<file path="src/rtl/pfc_pkg.sv">
package pfc_pkg;

	localparam int PIXEL_BITS         = 64;
	localparam int COMP_BITS          = 32;
	localparam int SLOTS              = 4;
	localparam int MAX_PIXEL_BITS     = 64;
	localparam int DEF_MAX_COMPONENTS = 4;
	localparam int LEN_STEPS          = 5;

	typedef enum logic [2:0] {
		CODE_R, CODE_G, CODE_B, CODE_A, CODE_L, CODE_D, CODE_S, CODE_X
	} code_e;

	typedef enum logic [2:0] {
		REG_IN_COUNT, REG_IN_CODES, REG_IN_SIZES, REG_OUT_COUNT,
		REG_OUT_CODES, REG_OUT_SIZES, REG_DEFAULT_PIXEL, REG_USE_DEFAULT
	} cfg_reg_e;

	typedef enum logic [1:0] {
		ST_OK, ST_BAD_LAYOUT, ST_BAD_FAMILY, ST_MISMATCH
	} status_e;

	localparam logic [7:0] FAM_RGBA = 8'h0F;
	localparam logic [7:0] FAM_LA   = 8'h18;
	localparam logic [7:0] FAM_DS   = 8'h60;
	localparam logic [7:0] BIT_X    = 8'h80;

	typedef struct packed {
		logic [2:0]  count;
		logic [11:0] codes;
		logic [23:0] sizes;
	} layout_cfg_t;

	typedef struct packed {
		layout_cfg_t in_lay;
		layout_cfg_t out_lay;
		logic [63:0] default_pixel;
		logic        use_default;
	} cfg_t;

	typedef struct packed {
		logic                   valid;
		logic                   uniq;
		logic [7:0]             present;
		logic [6:0]             rbits;
		logic [SLOTS-1:0]       used;
		logic [SLOTS-1:0][2:0]  code;
		logic [SLOTS-1:0][5:0]  size;
		logic [SLOTS-1:0][6:0]  off;
	} lay_info_t;

	typedef struct packed {
		status_e     status;
		logic [63:0] omask;
		logic [63:0] base;
	} dec_t;

	typedef struct packed {
		logic                      en;
		logic [5:0]                lsh;
		logic [COMP_BITS-1:0]      top_mask;
		logic [LEN_STEPS-1:0][5:0] len;
		logic [5:0]                psh;
		logic [PIXEL_BITS-1:0]     pm;
	} lane_t;

	function automatic logic in_family(input logic [7:0] present, input logic [7:0] fam);
		return ((present & fam) != 8'h00) && ((present & ~(fam | BIT_X)) == 8'h00);
	endfunction

	function automatic logic [63:0] low_mask64(input logic [6:0] n);
		return n[6] ? '1 : ((64'd1 << n[5:0]) - 64'd1);
	endfunction

endpackage

</file>
<file path="src/rtl/pfc_decode.sv">
module pfc_decode #(
	parameter int MAX_COMPONENTS = pfc_pkg::DEF_MAX_COMPONENTS
) (
	input  logic                                   clk,
	input  pfc_pkg::cfg_t                          cfg,
	output pfc_pkg::dec_t                          dec,
	output pfc_pkg::lane_t [MAX_COMPONENTS-1:0]    lanes
);
	import pfc_pkg::*;

	function automatic lay_info_t decode_lay(input layout_cfg_t c);
		lay_info_t  r;
		logic [8:0] tot;
		logic [9:0] rnd;
		logic [9:0] off;
		r        = '0;
		tot      = '0;
		r.valid  = (c.count != 3'd0) && (int'(c.count) <= MAX_COMPONENTS);
		r.uniq   = 1'b1;
		for (int i = 0; i < SLOTS; i++) begin
			r.code[i] = c.codes[3*i +: 3];
			r.size[i] = c.sizes[6*i +: 6];
			r.used[i] = int'(c.count) > i;
			if (r.used[i]) begin
				if (r.size[i] == 6'd0 || r.size[i] > 6'd32)
					r.valid = 1'b0;
				tot = tot + 9'(r.size[i]);
				r.present[r.code[i]] = 1'b1;
				for (int j = 0; j < i; j++) begin
					if (r.code[i] != CODE_X && r.code[j] == r.code[i])
						r.uniq = 1'b0;
				end
			end
		end
		if (tot > 9'(MAX_PIXEL_BITS))
			r.valid = 1'b0;
		rnd     = ((10'(tot) + 10'd7) >> 3) << 3;
		r.rbits = rnd[6:0];
		off     = rnd;
		for (int i = 0; i < SLOTS; i++) begin
			if (r.used[i])
				off = off - 10'(r.size[i]);
			r.off[i] = off[6:0];
		end
		return r;
	endfunction

	// first level: layout decode, status, slot matching
	lay_info_t                           li, lo;
	status_e                             status;
	logic [MAX_COMPONENTS-1:0]           men;
	logic [MAX_COMPONENTS-1:0][1:0]      midx;
	logic                                irgba, ila, ids, orgba, ola, ods, lum_map;

	lay_info_t                           li_q, lo_q;
	status_e                             st_q;
	logic [MAX_COMPONENTS-1:0]           men_q;
	logic [MAX_COMPONENTS-1:0][1:0]      midx_q;

	always_comb begin
		logic [2:0] want;
		logic       hit;
		li    = decode_lay(cfg.in_lay);
		lo    = decode_lay(cfg.out_lay);
		irgba = in_family(li.present, FAM_RGBA);
		ila   = in_family(li.present, FAM_LA);
		ids   = in_family(li.present, FAM_DS);
		orgba = in_family(lo.present, FAM_RGBA);
		ola   = in_family(lo.present, FAM_LA);
		ods   = in_family(lo.present, FAM_DS);
		if (!li.valid || !lo.valid)
			status = ST_BAD_LAYOUT;
		else if (!(irgba || ila || ids) || !(orgba || ola || ods))
			status = ST_BAD_FAMILY;
		else if ((irgba && !orgba) || (ila && !(ola || orgba)) || (ids && !ods))
			status = ST_MISMATCH;
		else if (!li.uniq || !lo.uniq)
			status = ST_BAD_LAYOUT;
		else
			status = ST_OK;
		lum_map = ila && orgba;
		for (int o = 0; o < MAX_COMPONENTS; o++) begin
			want = lo.code[o];
			if (lum_map && want <= 3'(CODE_B))
				want = CODE_L;
			hit     = 1'b0;
			midx[o] = 2'd0;
			// lowest matching input slot wins
			for (int i = SLOTS - 1; i >= 0; i--) begin
				if (li.used[i] && li.code[i] == want) begin
					hit     = 1'b1;
					midx[o] = 2'(i);
				end
			end
			men[o] = lo.used[o] && (lo.code[o] != CODE_X) && hit;
		end
	end

	always_ff @(posedge clk) begin
		li_q   <= li;
		lo_q   <= lo;
		st_q   <= status;
		men_q  <= men;
		midx_q <= midx;
	end

	// second level: shift amounts and masks per lane
	dec_t                               dec_d;
	lane_t [MAX_COMPONENTS-1:0]         lanes_d;

	always_comb begin
		logic [5:0]  isz, osz;
		logic [6:0]  ioff, ooff;
		logic [9:0]  sh;
		logic [63:0] pm_all;
		pm_all = '0;
		for (int o = 0; o < MAX_COMPONENTS; o++) begin
			isz  = li_q.size[midx_q[o]];
			ioff = li_q.off[midx_q[o]];
			osz  = lo_q.size[o];
			ooff = lo_q.off[o];
			lanes_d[o].en       = men_q[o] && (st_q == ST_OK);
			lanes_d[o].lsh      = 6'(8'd64 - 8'(ioff) - 8'(isz));
			lanes_d[o].top_mask = ~(32'hFFFF_FFFF >> isz);
			for (int k = 0; k < LEN_STEPS; k++) begin
				sh = 10'(isz) << k;
				lanes_d[o].len[k] = (sh > 10'd32) ? 6'd32 : sh[5:0];
			end
			lanes_d[o].psh = 6'(8'd64 - 8'(ooff) - 8'(osz));
			lanes_d[o].pm  = low_mask64(7'(osz)) << ooff[5:0];
			if (lanes_d[o].en)
				pm_all = pm_all | lanes_d[o].pm;
		end
		dec_d.status = st_q;
		dec_d.omask  = low_mask64(lo_q.rbits);
		dec_d.base   = (st_q == ST_OK && cfg.use_default) ?
			(cfg.default_pixel & dec_d.omask & ~pm_all) : '0;
	end

	always_ff @(posedge clk) begin
		dec   <= dec_d;
		lanes <= lanes_d;
	end

endmodule
</file>
<file path="config.mk">
export PLATFORM = sky130hd
export DESIGN_NAME = pfc_decode
export DESIGN_NICKNAME = d
export VERILOG_FILES = /design/src/rtl/pfc_pkg.sv /design/src/rtl/pfc_decode.sv
export SDC_FILE = /design/constraint.sdc
export NUM_CORES = 2
export LEC_CHECK = 0
export BUFFER_PORTS_ARGS = -buffer_cell sky130_fd_sc_hd__clkbuf_2
export CORE_ASPECT_RATIO = 1.5
export CORE_MARGIN = 3
export CORE_UTILIZATION = 35
export DETAILED_ROUTE_END_ITERATION = 8
export PLACE_DENSITY = 0.57
export REMOVE_ABC_BUFFERS = 1
export SYNTH_ARGS = -nofsm -noshare
export SYNTH_HDL_FRONTEND = slang
export SYNTH_SLANG_ARGS = --single-unit
</file>
<file path="constraint.sdc">
create_clock -name clk -period 19.7 [get_ports clk]
set_clock_uncertainty 0.15 [all_clocks]
set_input_delay 2.955 -clock clk [delete_from_list [all_inputs] [get_ports clk]]
set_output_delay 2.955 -clock clk [all_outputs]
set_load 0.02 [all_outputs]
</file>
-- Yosys cells after proc, flatten, opt, wreduce, memory -nomap -nowiden
Index checks and enable logic that the tools add are counted.
Widths: inputs -> output; s select.
- bits in registers: 804
- bits in latches: 0
- memory bits (writable): 0
- ROM bits: 0
- input bits: 144
- output and inout bits: 686
- word-level logic and storage cells: 489
- memories kept: 0
- $add $sub $neg: 37
- multiply operators: 0
- div/mod/pow operators: 0
- magnitude comparators: 64
- eq/ne operators: 35
- shift operators: 13
- mux-type cells: 120
- bitwise logic cells: 16
- reductions and logical operators: 118
- operators with widths (operator ; number):
    $mux 64 ; 5
    $shl 1x6->64 const A ; 5
    $sub 64x1->64 const B ; 5
    $shl 64x6->64 ; 4
    $or 64x64->64 ; 3
    $and 64x64->64 ; 2
    $not 32->32 ; 4
    $shr 32x6->32 const A ; 4
    $eq 3x3->1 ; 28
    $mux 6 ; 14
    $gt 6x6->1 const B ; 12
    $sub 6x6->6 ; 12
    $logic_and 1x1->1 ; 65
    $not 64->64 ; 1
    $mux 10 ; 6
    $bmux 7 s2 ; 4
    $add 9x6->9 ; 6
    $mux 9 ; 6
    $mux 1 ; 53
    $bmux 6 s2 ; 4
    $logic_not 6->1 ; 8
    $logic_not 8->1 ; 6
    $or 8x8->8 ; 6
    $reduce_bool 8->1 ; 6
    other kinds (26) ; 134

-- Logic depth before layout (Yosys ltp)
- depth in word-level cells: 26
- gate-level depth with buffers: 40
- gate-level depth less buffers: 40

-- Worst setup path after synthesis
OpenSTA, ideal clock, no wires.
- path type: input to register
- start point: input cfg[103] in the netlist's numbering
- end point: register lo_q[26] in the netlist's numbering
- data arrival time: 9.811 ns
- data required time: 19.432 ns
- path slack: 9.621 ns
- stages on the path: 36
- cells stage by stage: inv_2 > ha_1 > clkbuf_1 > nand2b_1 > inv_1 > ha_1 > inv_1 > fa_1 > o21ai_0 > inv_1 > fa_1 > nand2_1 > and2_1 > fa_1 > a21o_1 > a21oi_1 > xnor2_1 > a22oi_1 > a21boi_0 > xnor2_1 > ha_1 > xnor2_1 > mux2_2 > ha_1 > xor2_1 > nor2_1 > a21o_1 > ha_1 > xnor2_1 > mux2_2 > ha_1 > a21oi_1 > xor2_1 > nand2_1 > xnor2_1 > xnor2_1
- RTL lines (item ; RTL line ; source):
    from (decl) ; pfc_decode.sv:5 ; input pfc_pkg::cfg_t cfg,
    to (signal assigned) ; pfc_decode.sv:101 ; lo_q <= lo;
    to (decl) ; pfc_decode.sv:55 ; lay_info_t li_q, lo_q;

==> flow_summary_export.csv <==
group,metric,value,unit
place,gp_congestion,1.11,
synth,synth_area,54300,µm²
final_layout,finalNetCount,7902,
timing,period_minus_slack,11.47,ns
routing,dr_total_vias,65595,
critical_path,r2r_cells,18,
final_layout,drive_gt1_share,20.3,%
timing,grt_setup_unrepaired,"no",
timing,setup_viol,0,
synth,synth.avg_cell_area,7.63,µm²
critical_path,crit_slowest_cell,"ha_1",
global_routing,grt_use_met2,71.7,%
cts,htree_levels,3,
routing,drc,0,
global_routing,grt_pass1_vias,61273,
floorplan,initial_utilization,35.3,%
cts,root_buffer,"clkbuf_16",
floorplan,io_pins,830,
synth,yosysMostFrequentCell,"nor2_1",
routing,vias_per_cell,6.74,
final_layout,syn_to_final_growth,15.5,%
synth,yosys_register_bits,711,
cts,post_cts_resized,0,
timing,worst_pin_slew,1.66,ns
global_routing,grt_busiest_layer,"met2",
timing,min_period_over_period,58.2,%
global_routing,grtUsageMet1,52.6,%
synth,yosysSeqAreaShare,26.2,%
cts,clock_path_buffers,3,
critical_path,path_max_fanout,25,
critical_path,r2r_start,"lo_q[38]",
place,io_buffers,789,
power_and_ir_drop,power_per_cell_area,166,nW/µm²
synth,synth_edf_count,0,
synth,synth_area_leaders,"dfxtp_1, nor2_1, nand2_1",
global_routing,grt_first_pass_wirelength,522000,µm
critical_path,end_kind,"register",
timing,setup_ws,8.23,ns
power_and_ir_drop,ir_drop,0.100,mV
synth,ys_types,112,
cts,cts.sinks,711,
synth,yosys.area.top_type,"dfxtp_1",
synth,synthTopCellsByCount,"nor2_1, dfxtp_1, nand2_1",
routing,wl,389000,µm
worst_hold_path,holdPathEnd,"dec[128]",
routing,wl_per_cell,39.9,µm
global_routing,gr-usage-met3,15.8,%
critical_path,cpPeakStageDelay,0.69,ns
cts,cts_hold_buf,0,
critical_path,r2r_slack,11.96,ns
synth,synth_cells,7113,
synth,synthFlopType,"dfxtp_1",
power_and_ir_drop,p_leak,25.8,nW
floorplan,coreArea,154000,µm²
global_routing,antenna_found_initial,84,
critical_path,critPathRequiredTime,20.20,ns
cts,clk_pin_slew,0.06,ns
critical_path,cp.arrival,11.98,ns
cts,tritoncts,"built",
timing,hold_viol,0,
job,maxCapViolCount,3,
cts,post-cts-setup-buffers,0,
timing,slew_violations,15,
outcome,violations,"max-capacitance violations, max-slew violations",
timing,tns,0,ns
worst_hold_path,min-delay-start,"st_q[0]",
place,dp_hpwl,304000,µm
synth,synth_top_area_share,26.2,%
routing,antenna_left,0,
floorplan,die_y,488,µm
critical_path,crit_top_cell,"ha_1",
outcome,status,"finished with violations",
global_routing,grtUsageTotal,46.8,%
cts,numCtsBuffers,72,
routing,firstDrtPassIters,8,
global_routing,grt_max_degree,101,
floorplan,dieArea,160000,µm²
critical_path,reg2reg_to,"dec[41]",
critical_path,start_kind,"input pin",
timing,slew_headroom,-10.9,%
routing,drtIter0Drc,10346,
cts,clkLatencyLatePin,0.74,ns
worst_hold_path,min_path_type,"reg -> reg",
critical_path,critical_path_class,"in -> reg",
synth,yosys_warnings,0,
floorplan,die_w,328,µm
timing,max_freq,87.2,MHz
worst_hold_path,hold_depth,0,
floorplan,core.rowCount,176,
synth,synthArstFlopShare,0,%
place,dp_slack,7.65,ns
global_routing,overflow,0,
[flip-flops by register name (all words and copies together), names as in the netlist]
signal  count
men_q       4
lo_q       52
li_q       48
st_q        2
midx_q      8
dec        81
lanes     516
[cell families after synthesis]
group	synth area share [%]
mux	9.09
fa+ha+maj	4.27
buf+inv	7.43
simple gates	20.9
xor+xnor	3.41
compound gates	28.7
flops	26.2
other cells	0.00691
[where the power goes]
| group | internal (mW) | switching, mW | leakage, nW |
|---|---|---|---|
| clock network | 0.799 | 0.679 | 1.19 |
| registers | 1.89 | 0.326 | 5.91 |
| logic | 1.84 | 4.90 | 18.7 |
| total | 4.53 | 5.91 | 25.8 |
[layer usage]
metal	up-vias	share of wire [%]
li1	27124	-
met1	31825	36
met2	5215	43
met3	1403	11
met4	28	10
met5	-	0.052
[layout make-up]
| type | count | area (µm²) |
|---|---|---|
| Fill cell | 16241 | 91000 |
| Multi-Input combinational cell | 5490 | 36300 |
| Sequential cell | 711 | 14300 |
| Timing Repair Buffer | 1057 | 6000 |
| Tap cell | 2047 | 2560 |
| Clock buffer | 97 | 2050 |
| Inverter | 253 | 950 |
| Clock inverter | 32 | 418 |
| Antenna cell | 51 | 128 |
[critical path, delay by kind of cell]
family	cells	cell delay, ns
adders and majority gates	9	3.37
AOI/OAI and AO/OA	12	2.61
xor gates and xnor gates	6	1.14
buffers and inverters	7	1.14
and+or+nand+nor	4	0.57
muxes	1	0.13
[cell usage in the layout (no fill, tap or decap), types with 83 or more instances in the layout]
master and n:
a211oi_1 115, a21o_1 83, a21oi_1 409, a31oi_1 93, buf_4 264, clkbuf_2 789
dfxtp_1 678, ha_1 153, inv_1 226, mux2_2 129, mux2i_1 233, nand2_1 677
nand3_1 188, nor2_1 759, nor3_1 185, o211ai_1 113, o21ai_0 435, o22ai_1 136
xnor2_1 147
[through the flow]
step / hold WS (ns) / instance area [µm²] / std cells / util, % / power (mW)
6_report: 0.222 / 62700 / 9738 / 40.8 / 10.4
5_1_grt: 0.236 / 62600 / 9695 / 40.7 / 10.6
4_1_cts: 0.220 / 62500 / 9683 / 40.6 / 10.1
3_5_place_dp: 0.238 / 60000 / 9554 / 39.0 / 8.54
3_3_place_gp: 0.237 / 60000 / 9554 / 39.0 / 8.58
2_1_floorplan: 0.194 / 51300 / 6454 / - / 5.46
[worst max path at each step]
stage,start,endpoint,cells after the start
floorplan,cfg[103],lo_q[26],37
global placement,cfg[103],lo_q[26],39
detailed placement,cfg[103],lo_q[26],39
CTS,cfg[103],lo_q[26],39
global route,cfg[103],lo_q[26],39
finish,cfg[103],lo_q[26],39
(Power assumes the default switching activity.)
